==> config.mk <==
export PLATFORM = sky130hd
export DESIGN_NAME = ncpe_div
export DESIGN_NICKNAME = d
export VERILOG_FILES = /design/src/rtl/ncpe_pkg.sv /design/src/rtl/ncpe_div.sv
export SDC_FILE = /design/constraint.sdc
export NUM_CORES = 1
export LEC_CHECK = 0
export BUFFER_PORTS_ARGS = -buffer_cell sky130_fd_sc_hd__buf_4
export CAP_MARGIN = 15
export CORE_ASPECT_RATIO = 1.5
export CORE_MARGIN = 3
export CORE_UTILIZATION = 35
export DETAILED_ROUTE_END_ITERATION = 8
export GPL_TIMING_DRIVEN = 0
export PLACE_DENSITY = 0.58
export SLEW_MARGIN = 25
export SYNTH_ARGS = -nofsm -noshare
export SYNTH_HDL_FRONTEND = slang
export SYNTH_SLANG_ARGS = --single-unit
==> constraint.sdc <==
create_clock -name i_clk -period 8.68 [get_ports i_clk]
set_input_delay 0.868 -clock i_clk [delete_from_list [all_inputs] [get_ports i_clk]]
set_output_delay 0.868 -clock i_clk [all_outputs]
set_load 0.05 [all_outputs]
==> src/rtl/ncpe_pkg.sv <==
// ----------------------------------------------------------------------------
// ncpe_pkg
// Shared types and constants of the rational curve point evaluator.
// ----------------------------------------------------------------------------
package ncpe_pkg;

    // Field widths
    localparam int COORD_W  = 32;
    localparam int WEIGHT_W = 24;
    localparam int KNOT_W   = 32;
    localparam int FRAC_W   = 17;
    localparam int SLOT_W   = 6;
    localparam int KIND_W   = 2;
    localparam int DEG_W    = 3;
    localparam int PCNT_W   = 6;

    // Fixed-point format of the basis values
    localparam int FRAC_BITS = 16;
    localparam int NBW       = FRAC_BITS + 1;
    localparam logic [NBW-1:0] ONE_B = NBW'(1) << FRAC_BITS;

    // Percent mapping
    localparam int PCT_SHIFT = 16;
    localparam logic [FRAC_W-1:0] PCT_WHOLE = FRAC_W'(65536);

    // Item kinds
    localparam logic [KIND_W-1:0] KIND_POINT   = 2'd0;
    localparam logic [KIND_W-1:0] KIND_KNOT    = 2'd1;
    localparam logic [KIND_W-1:0] KIND_PARAM   = 2'd2;
    localparam logic [KIND_W-1:0] KIND_PERCENT = 2'd3;

    // Configuration registers
    localparam int CFG_IDX_W  = 1;
    localparam int CFG_DATA_W = 6;
    localparam logic [CFG_IDX_W-1:0] CFG_DEGREE      = 1'd0;
    localparam logic [CFG_IDX_W-1:0] CFG_POINT_COUNT = 1'd1;
    localparam logic [DEG_W-1:0]  DEGREE_RST = 3'd3;
    localparam logic [PCNT_W-1:0] COUNT_RST  = 6'd4;

    // Shared divider
    localparam int DIV_W      = 64;
    localparam int DVS_W      = 32;
    localparam int DCNT_W     = 7;
    localparam int RAISE_BITS = KNOT_W + FRAC_BITS;  // basis term numerator magnitude
    localparam int QW         = RAISE_BITS + 1;      // signed basis term quotient
    localparam int ACC_W      = 64;

    // Output saturation bounds
    localparam logic [DIV_W-1:0]   POS_LIMIT = 64'h0000_0000_7FFF_FFFF;
    localparam logic [DIV_W-1:0]   NEG_LIMIT = 64'h0000_0000_8000_0000;
    localparam logic [COORD_W-1:0] SAT_MAX   = 32'h7FFF_FFFF;
    localparam logic [COORD_W-1:0] SAT_MIN   = 32'h8000_0000;

    typedef struct packed {
        logic              start;
        logic [DIV_W-1:0]  dividend;
        logic [DVS_W-1:0]  divisor;
        logic [DCNT_W-1:0] nbits;
    } t_div_req;

    typedef struct packed {
        logic             busy;
        logic             done;
        logic [DIV_W-1:0] quot;
    } t_div_rsp;

endpackage

==> src/rtl/ncpe_div.sv <==
// ----------------------------------------------------------------------------
// ncpe_div
// Radix-2 restoring divider, one quotient bit per cycle, unsigned operands.
// The dividend is taken left aligned; nbits sets how many bits are consumed.
// ----------------------------------------------------------------------------
module ncpe_div (
    input  logic               i_clk,
    input  logic               i_rst_n,
    input  ncpe_pkg::t_div_req i_req,
    output ncpe_pkg::t_div_rsp o_rsp
);
    import ncpe_pkg::*;

    logic              r_busy;
    logic              r_done;
    logic [DCNT_W-1:0] r_cnt;
    logic [DIV_W-1:0]  r_dvd;
    logic [DIV_W-1:0]  r_quo;
    logic [DVS_W-1:0]  r_dvs;
    logic [DVS_W-1:0]  r_rem;
    logic [DVS_W:0]    rem_sh;
    logic [DVS_W:0]    rem_sub;
    logic              fits;

    // trial subtract
    assign rem_sh  = {r_rem, r_dvd[DIV_W-1]};
    assign rem_sub = rem_sh - {1'b0, r_dvs};
    assign fits    = rem_sh >= {1'b0, r_dvs};

    // control
    always_ff @(posedge i_clk) begin
        if (!i_rst_n) begin
            r_busy <= 1'b0;
            r_done <= 1'b0;
            r_cnt  <= '0;
        end else begin
            r_done <= 1'b0;
            if (i_req.start) begin
                r_busy <= 1'b1;
                r_cnt  <= i_req.nbits;
            end else if (r_busy) begin
                r_cnt <= r_cnt - DCNT_W'(1);
                if (r_cnt == DCNT_W'(1)) begin
                    r_busy <= 1'b0;
                    r_done <= 1'b1;
                end
            end
        end
    end

    // datapath
    always_ff @(posedge i_clk) begin
        if (i_req.start) begin
            r_dvd <= i_req.dividend;
            r_dvs <= i_req.divisor;
            r_rem <= '0;
            r_quo <= '0;
        end else if (r_busy) begin
            r_dvd <= {r_dvd[DIV_W-2:0], 1'b0};
            r_rem <= fits ? rem_sub[DVS_W-1:0] : rem_sh[DVS_W-1:0];
            r_quo <= {r_quo[DIV_W-2:0], fits};
        end
    end

    assign o_rsp.busy = r_busy;
    assign o_rsp.done = r_done;
    assign o_rsp.quot = r_quo;

endmodule
==> metrics.cfg, run 1 <==
[die]
die_width_um = 141
io_pins = 172
start_util = 0.358
core_sq_mm = 0.0268
dieArea_sq_mm = 0.0294
die_y_um = 209
rows = 73

[sta]
worst_pin_slew_ns = 0.763
min_period_ns = 3.43
min_period_over_period = 0.395
finalHoldViolations = 0
grt_setup_unrepaired = false
max_freq_mhz = 292
drv_slew = 0
timing.setup.tns_ns = 0
relSlewSlack = 0.491
clock_skew_ns = 0.0178
setup_violations = 0

[synthesis]
synthAdderAreaFrac = 0.0465
synth_fp_nets = 995
synthXorXnorAreaFrac = 0.0311
synthSimpleGateAreaFrac = 0.0969
synthCells = 854
synth_top_family_by_area = multiplexers
synth.most_common_cell = nor2_1
yosysSeqAreaShare = 0.521
synth_edf_count = 96
avgSynthCellArea_sq_um = 11.2
ys_seq_elements = 201
synth_area_sq_mm = 0.00957
synth.top_cells.by_area = edfxtp_1, dfxtp_1, mux2i_1
async_flop_share = 0
synth_warnings = 0
synth_compound_area_frac = 0.109
synthFlopType = dfxtp_1
synth_area_leader_cell = edfxtp_1
yosysTopAreaCellShare = 0.301
yosysUniqueCellTypes = 61
synthTopCellsByCount = nor2_1, dfxtp_1, edfxtp_1
muxShareOfSynthArea = 0.157

[route]
wl_per_cell_um = 16.6
first_pass_iters = 4
wl_met1_um = 8820
drc = 0
vias = 6931
drt_iter0_drc = 271
ant_nets = 0
wl_um = 23400
vias_per_cell = 4.94
met2_length_um = 12700
route.met3.wl_um = 1350
highest_layer = met4

[setup_path]
worstSetupPathType = flop to flop
end_kind = flop
start_kind = flop
crit_required_ns = 9.06
path_max_fanout = 4
arrival_ns = 3.81

[layout]
fillers = 2599
seqCellArea_sq_mm = 0.00498
drive_above_1_share = 0.276
nets = 1191
multi_input_area_sq_mm = 0.00422
utilization = 0.451
area_delta_synth_final_pct = 26.0

[clocking]
clk_pin_slew_worst_paths_ns = 0.06
cts_tree = built
clkLatencyLatePin_ns = 0.51
post-cts-setup-buffers = 0
htreeDepth = 1
cts_max_path_buffers = 3
clock-sinks = 201
cts_root_buffer = clkbuf_16
numCtsBuffers = 22
cts_hold_buf = 0
cts_resized = 0

[placement]
routabilityCongestion = 0.841
port_buffers = 171
dp_hpwl_um = 17100

[global_routing]
antenna_found_initial = 1
grtUsageTotal = 0.156
grt_max_degree = 39
overflow = 0
grt_pass1_wl_um = 37100
grt_pass1_vias = 7147

[power]
p_leak_uw = 0.00503
p_per_area_mw_per_mm2 = 204
ir_drop_mv = 0.222

[status]
status = finished, final reports clean

[flow_run]
maxCapViolCount = 0

[hold_path]
hp-class = flop to flop

==> critical path, stage by stage, from the launching register on <==
cell and delay [ns]:
edfxtp_1 0.35, inv_1 0.05, ha_1 0.21, fa_1 0.41
nor2b_1 0.17, nor3_1 0.06, o31ai_1 0.52, a21oi_1 0.29
o21ai_0 0.61, a31o_2 0.24, a21oi_1 0.07, xor2_1 0.19
o21ai_0 0.11
==> routing by layer <==
metal  GRT usage  vias up
li1            -     3468
met1       0.167     3316
met2       0.295      118
met3      0.0382       29
met4      0.0475        0
met5           0        -
==> registers in the layout (all words and copies together), names as in the netlist <==
name,cells
r_quo,64
r_dvs,32
r_busy,1
r_dvd,64
r_cnt,7
r_done,1
r_rem,32
==> placed cells by master (no fill, tap or decap), drive strengths merged, types with 5 or more instances in the layout <==
master,instances
clkbuf,66
o21ai,20
a211oi,23
ha,34
nand3,9
o21bai,6
nand4,8
and3,9
a21o,10
a21oi,49
a31oi,5
nand2b,5
dfxtp,105
clkinv,6
mux2i,79
mux2,63
nor3,8
buf,184
inv,41
edfxtp,96
nand2,31
nor2,119
xor2,17
xnor2,17
==> logic make-up after synthesis <==
| logic type | after synthesis |
|---|---|
| AO/OA/AOI/OAI | 150 |
| XOR/XNOR | 34 |
| adder cells (fa/ha/maj) | 35 |
| buffers and inverters | 87 |
| flip-flops | 201 |
| multiplexers | 142 |
| AND/OR/NAND/NOR | 205 |
==> where the power goes <==
| part | total (uW) | switching [uW] | leakage [uW] | internal [uW] |
|---|---|---|---|---|
| Clock | 971 | 382 | 0.000376 | 588 |
| Combinational | 394 | 213 | 0.00284 | 181 |
| Sequential | 1090 | 26.2 | 0.00181 | 1060 |
==> per-stage QoR <==
stage | hold WS [ns] | setup WS (ns) | instances | total power, uW | instance area (sq um)
after global placement | 0.485 | 3.83 | 1362 | 1500 | 11300
after detailed placement | 0.490 | 5.15 | 1363 | 1510 | 11300
after global routing | 0.507 | 4.98 | 1404 | 2570 | 12100
after floorplan | 0.471 | 5.44 | 854 | 1390 | 9570
after CTS | 0.504 | 5.23 | 1403 | 2500 | 12100
final | 0.501 | 5.25 | 1404 | 2460 | 12100
==> worst paths after layout <==
kind	startpoint	to	slack, ns	depth (start not counted)
setup / recovery	r_dvd[63]$_DFFE_PP_	r_rem[28]$_SDFFE_PP0P_	5.25	12
setup reg to reg	r_dvd[63]$_DFFE_PP_	r_rem[28]$_SDFFE_PP0P_	5.25	12
hold reg to reg	r_quo[63]$_SDFFE_PP0P_	r_quo[63]$_SDFFE_PP0P_	0.50	2
hold / removal	r_quo[63]$_SDFFE_PP0P_	r_quo[63]$_SDFFE_PP0P_	0.50	2
==> cell type report <==
type                            instances  area share
Antenna cell                            1    0.000207
Buffer                                 47      0.0183
Clock buffer                           31      0.0545
Clock inverter                          9     0.00819
Inverter                               40      0.0124
Multi-Input combinational cell        566       0.350
Sequential cell                       201       0.413
Tap cell                              337      0.0350
Timing Repair Buffer                  172       0.108
No activity file was read; power rests on OpenSTA's default activity.
==> run 2: changes to the inputs <==
--- a/config.mk
+++ b/config.mk
@@ -12,7 +12,7 @@
 export CORE_UTILIZATION = 35
 export DETAILED_ROUTE_END_ITERATION = 8
 export GPL_TIMING_DRIVEN = 0
-export PLACE_DENSITY = 0.58
+export PLACE_DENSITY = 0.6
 export SLEW_MARGIN = 25
 export SYNTH_ARGS = -nofsm -noshare
 export SYNTH_HDL_FRONTEND = slang
==> constraint.sdc (replaced) <==
create_clock -name i_clk -period 2.9 [get_ports i_clk]
set_input_delay 0.29 -clock i_clk [delete_from_list [all_inputs] [get_ports i_clk]]
set_output_delay 0.29 -clock i_clk [all_outputs]
set_load 0.05 [all_outputs]
==> run 2 against run 1 <==
Die area unchanged. Critical path depth increased by 1. Global-route usage increased by 0.23 points. Register-to-register slack got worse by 5.1 ns. Via count increased by 2.4%. Sequential power rose to 3.0 times the previous value. Highest routed layer unchanged.
==> metrics.cfg, run 2 (synthesized netlist as in run 1, its figures left out) <==
[route]
vias_per_cell = 4.91  ; was 4.94
wl_per_cell_um = 16.6  ; about the same
drc = 0  ; unchanged
first_pass_iters = 5  ; was 4
wl_um = 24000  ; was 23400 um
ant_nets = 0  ; unchanged
vias = 7097  ; was 6931
drt_iter0_drc = 272  ; was 271

[setup_path]
crit_path_end = r_rem[5]$_SDFFE_PP0P_  ; was r_rem[28]$_SDFFE_PP0P_
critPathLaunch = r_dvs[26]$_DFFE_PP_  ; was r_dvd[63]$_DFFE_PP_
worstReg2RegStart = r_dvs[26]$_DFFE_PP_  ; was r_dvd[63]$_DFFE_PP_
r2r-end = r_rem[5]$_SDFFE_PP0P_  ; was r_rem[28]$_SDFFE_PP0P_
crit_required_ns = 3.28  ; was 9.06 ns
r2r_slack_ns = 0.12  ; was 5.25 ns
end_kind = flop  ; unchanged
r2r_cells = 13  ; was 12
arrival_ns = 3.16  ; was 3.81 ns
start_kind = flop  ; unchanged
path_max_fanout = 6  ; was 4
worstSetupPathType = flop to flop  ; unchanged

[placement]
routabilityCongestion = 0.877  ; was 0.841
port_buffers = 171  ; unchanged
dp_slack_ns = -0.534  ; was 5.15 ns
dp_hpwl_um = 17200  ; was 17100 um
dp.cells = 1363  ; unchanged

[layout]
layoutNonFillerInstCount = 1444  ; was 1404
nets = 1234  ; was 1191
drive_above_1_share = 0.300  ; was 0.276
final_cell_mix = buf_4, nor2_1, dfxtp_1  ; unchanged
top_regs = r_dvd: 64 flops, r_quo: 64 flops  ; unchanged
diodes = 0  ; was 1
area_delta_synth_final_pct = 31.8  ; was 26.0%
fillers = 2510  ; was 2599
final_common_cell = buf_4  ; unchanged

[clocking]
clk_pin_slew_worst_paths_ns = 0.07  ; was 0.06 ns
cts_max_path_buffers = 3  ; unchanged
htreeDepth = 1  ; unchanged
numCtsBuffers = 21  ; was 22
clock-sinks = 201  ; unchanged
cts_root_buffer = clkbuf_16  ; unchanged
cts_tree = built  ; unchanged
clkLatencyLatePin_ns = 0.49  ; was 0.51 ns

[global_routing]
grt_max_degree = 34  ; was 39
grt_pass1_wl_um = 38100  ; was 37100 um
grt_pass1_vias = 7388  ; was 7147
overflow = 0  ; unchanged
antenna_found_initial = 0  ; was 1
grtUsageTotal = 0.158  ; was 0.156

[power]
p_leak_uw = 0.00522  ; was 0.00503 uW
p_clk_frac = 0.376  ; was 0.395
p_per_area_mw_per_mm2 = 583  ; was 204 mW/mm^2
power_frac_seq = 0.444  ; about the same
switching_share = 0.255  ; was 0.253
intPower_uw = 5480  ; was 1830 uW
ir_drop_mv = 0.452  ; was 0.222 mV
p_comb_frac = 0.179  ; was 0.160
switchingPower_uw = 1880  ; was 622 uW

[sta]
max_freq_mhz = 360  ; was 292 MHz
setup_slack_ns = 0.119  ; was 5.25 ns
worst_pin_slew_ns = 0.805  ; was 0.763 ns
clock_skew_ns = 0.0119  ; was 0.0178 ns
drv_slew = 0  ; unchanged
grt_setup_unrepaired = false  ; unchanged
holdWs_ns = 0.0282  ; was 0.501 ns
finalHoldViolations = 0  ; unchanged
min_period_ns = 2.78  ; was 3.43 ns
relSlewSlack = 0.463  ; was 0.491
min_period_over_period = 0.959  ; was 0.395
setup_violations = 0  ; unchanged

[die]
start_util = 0.358  ; unchanged
die_width_um = 141  ; unchanged
die_y_um = 209  ; unchanged
core_sq_mm = 0.0268  ; unchanged
rows = 73  ; unchanged
io_pins = 172  ; unchanged
dieArea_sq_mm = 0.0294  ; unchanged

[hold_path]
hp-class = input port to flop  ; was flop to flop

[status]
status = finished, final reports clean  ; unchanged

[flow_run]
maxCapViolCount = 0  ; unchanged

==> run 2: cell types whose count changed in the layout (fill, tap and decap cells not counted), sizes merged <==
cell and delta:
dlygate4sd3 +32, buf +14, clkbuf -5, clkinvlp +1
diode -1, inv -1
==> run 2: worst min path at each step <==
| stage | from | end | slack, ns | depth (start not counted) |
|---|---|---|---|---|
| after floorplan | i_req[7] | r_dvs[0]$_DFFE_PP_ | 0.39 | 0 |
| after global placement | i_req[33] | r_dvs[26]$_DFFE_PP_ | 0.47 | 1 |
| after detailed placement | i_req[27] | r_dvs[20]$_DFFE_PP_ | 0.47 | 1 |
| after CTS | i_req[6] | r_cnt[6]$_SDFFE_PN0P_ | 0.007 | 3 |
| after global routing | i_req[4] | r_cnt[4]$_SDFFE_PN0P_ | 0.01 | 3 |
| final | i_req[4] | r_cnt[4]$_SDFFE_PN0P_ | 0.03 | 3 |
==> run 2: area by class of cell <==
class / count / area (sq um) / area share
clock inverter: 9 / 93.8 / 0.00744
buffer: 45 / 220 / 0.0175
tap: 337 / 422 / 0.0334
sequential: 201 / 4980 / 0.395
multi-input combinational: 566 / 4390 / 0.348
inverter: 40 / 150 / 0.0119
clock buffer: 28 / 613 / 0.0486
timing repair buffer: 218 / 1740 / 0.138
==> run 2: stage by stage <==
step / area (sq um) / setup TNS (ns) / power [uW] / utilization
floorplan: 9570 / 0 / 4150 / -
global placement: 11300 / -98.81 / 4500 / 0.421
detailed placement: 11300 / -17.07 / 4510 / 0.422
CTS: 12500 / 0 / 7410 / 0.466
global route: 12600 / 0 / 7690 / 0.471
finish: 12600 / 0 / 7360 / 0.471
==> run 2: layer usage <==
layer | wire [um] | up-vias | part of all wire | track usage
met4 | 711 | 0 | 0.030 | 0.0505
met1 | 9340 | 3363 | 0.39 | 0.174
met3 | 1220 | 39 | 0.051 | 0.0343
met5 | 0 | - | 0 | 0
li1 | - | 3553 | - | -
met2 | 12700 | 142 | 0.53 | 0.296
==> run 2: critical path, cell delays in order, from the launching register on <==
cell	delay [ns]
edfxtp_1	0.38
inv_2	0.08
ha_4	0.22
a21o_1	0.19
a21o_1	0.20
a2111oi_4	0.32
nor3_2	0.10
a211o_1	0.29
a21oi_4	0.17
buf_12	0.13
nand2_8	0.05
buf_4	0.17
mux2i_1	0.12
a211oi_1	0.26
==> run 2: what timing repair did <==
| action | in CTS | in global routing |
|---|---|---|
| setup buffers | 9 | 5 |
| setup endpoints to repair | 33 | 33 |
| endpoints found under the hold margin | 32 | 0 |
| gates resized for setup | 15 | 20 |
| hold buffers | 32 | 0 |
| pin swaps | 8 | 9 |
==> run 2: power by group through the flow <==
stage / Combinational, uW / Clock, uW / Sequential, uW
2_1_floorplan: 844 / 0 / 3310
4_1_cts: 1280 / 2860 / 3270
6_report: 1320 / 2770 / 3270
5_1_grt: 1460 / 2950 / 3290
3_3_place_gp: 1170 / 0 / 3330
3_5_place_dp: 1190 / 0 / 3330
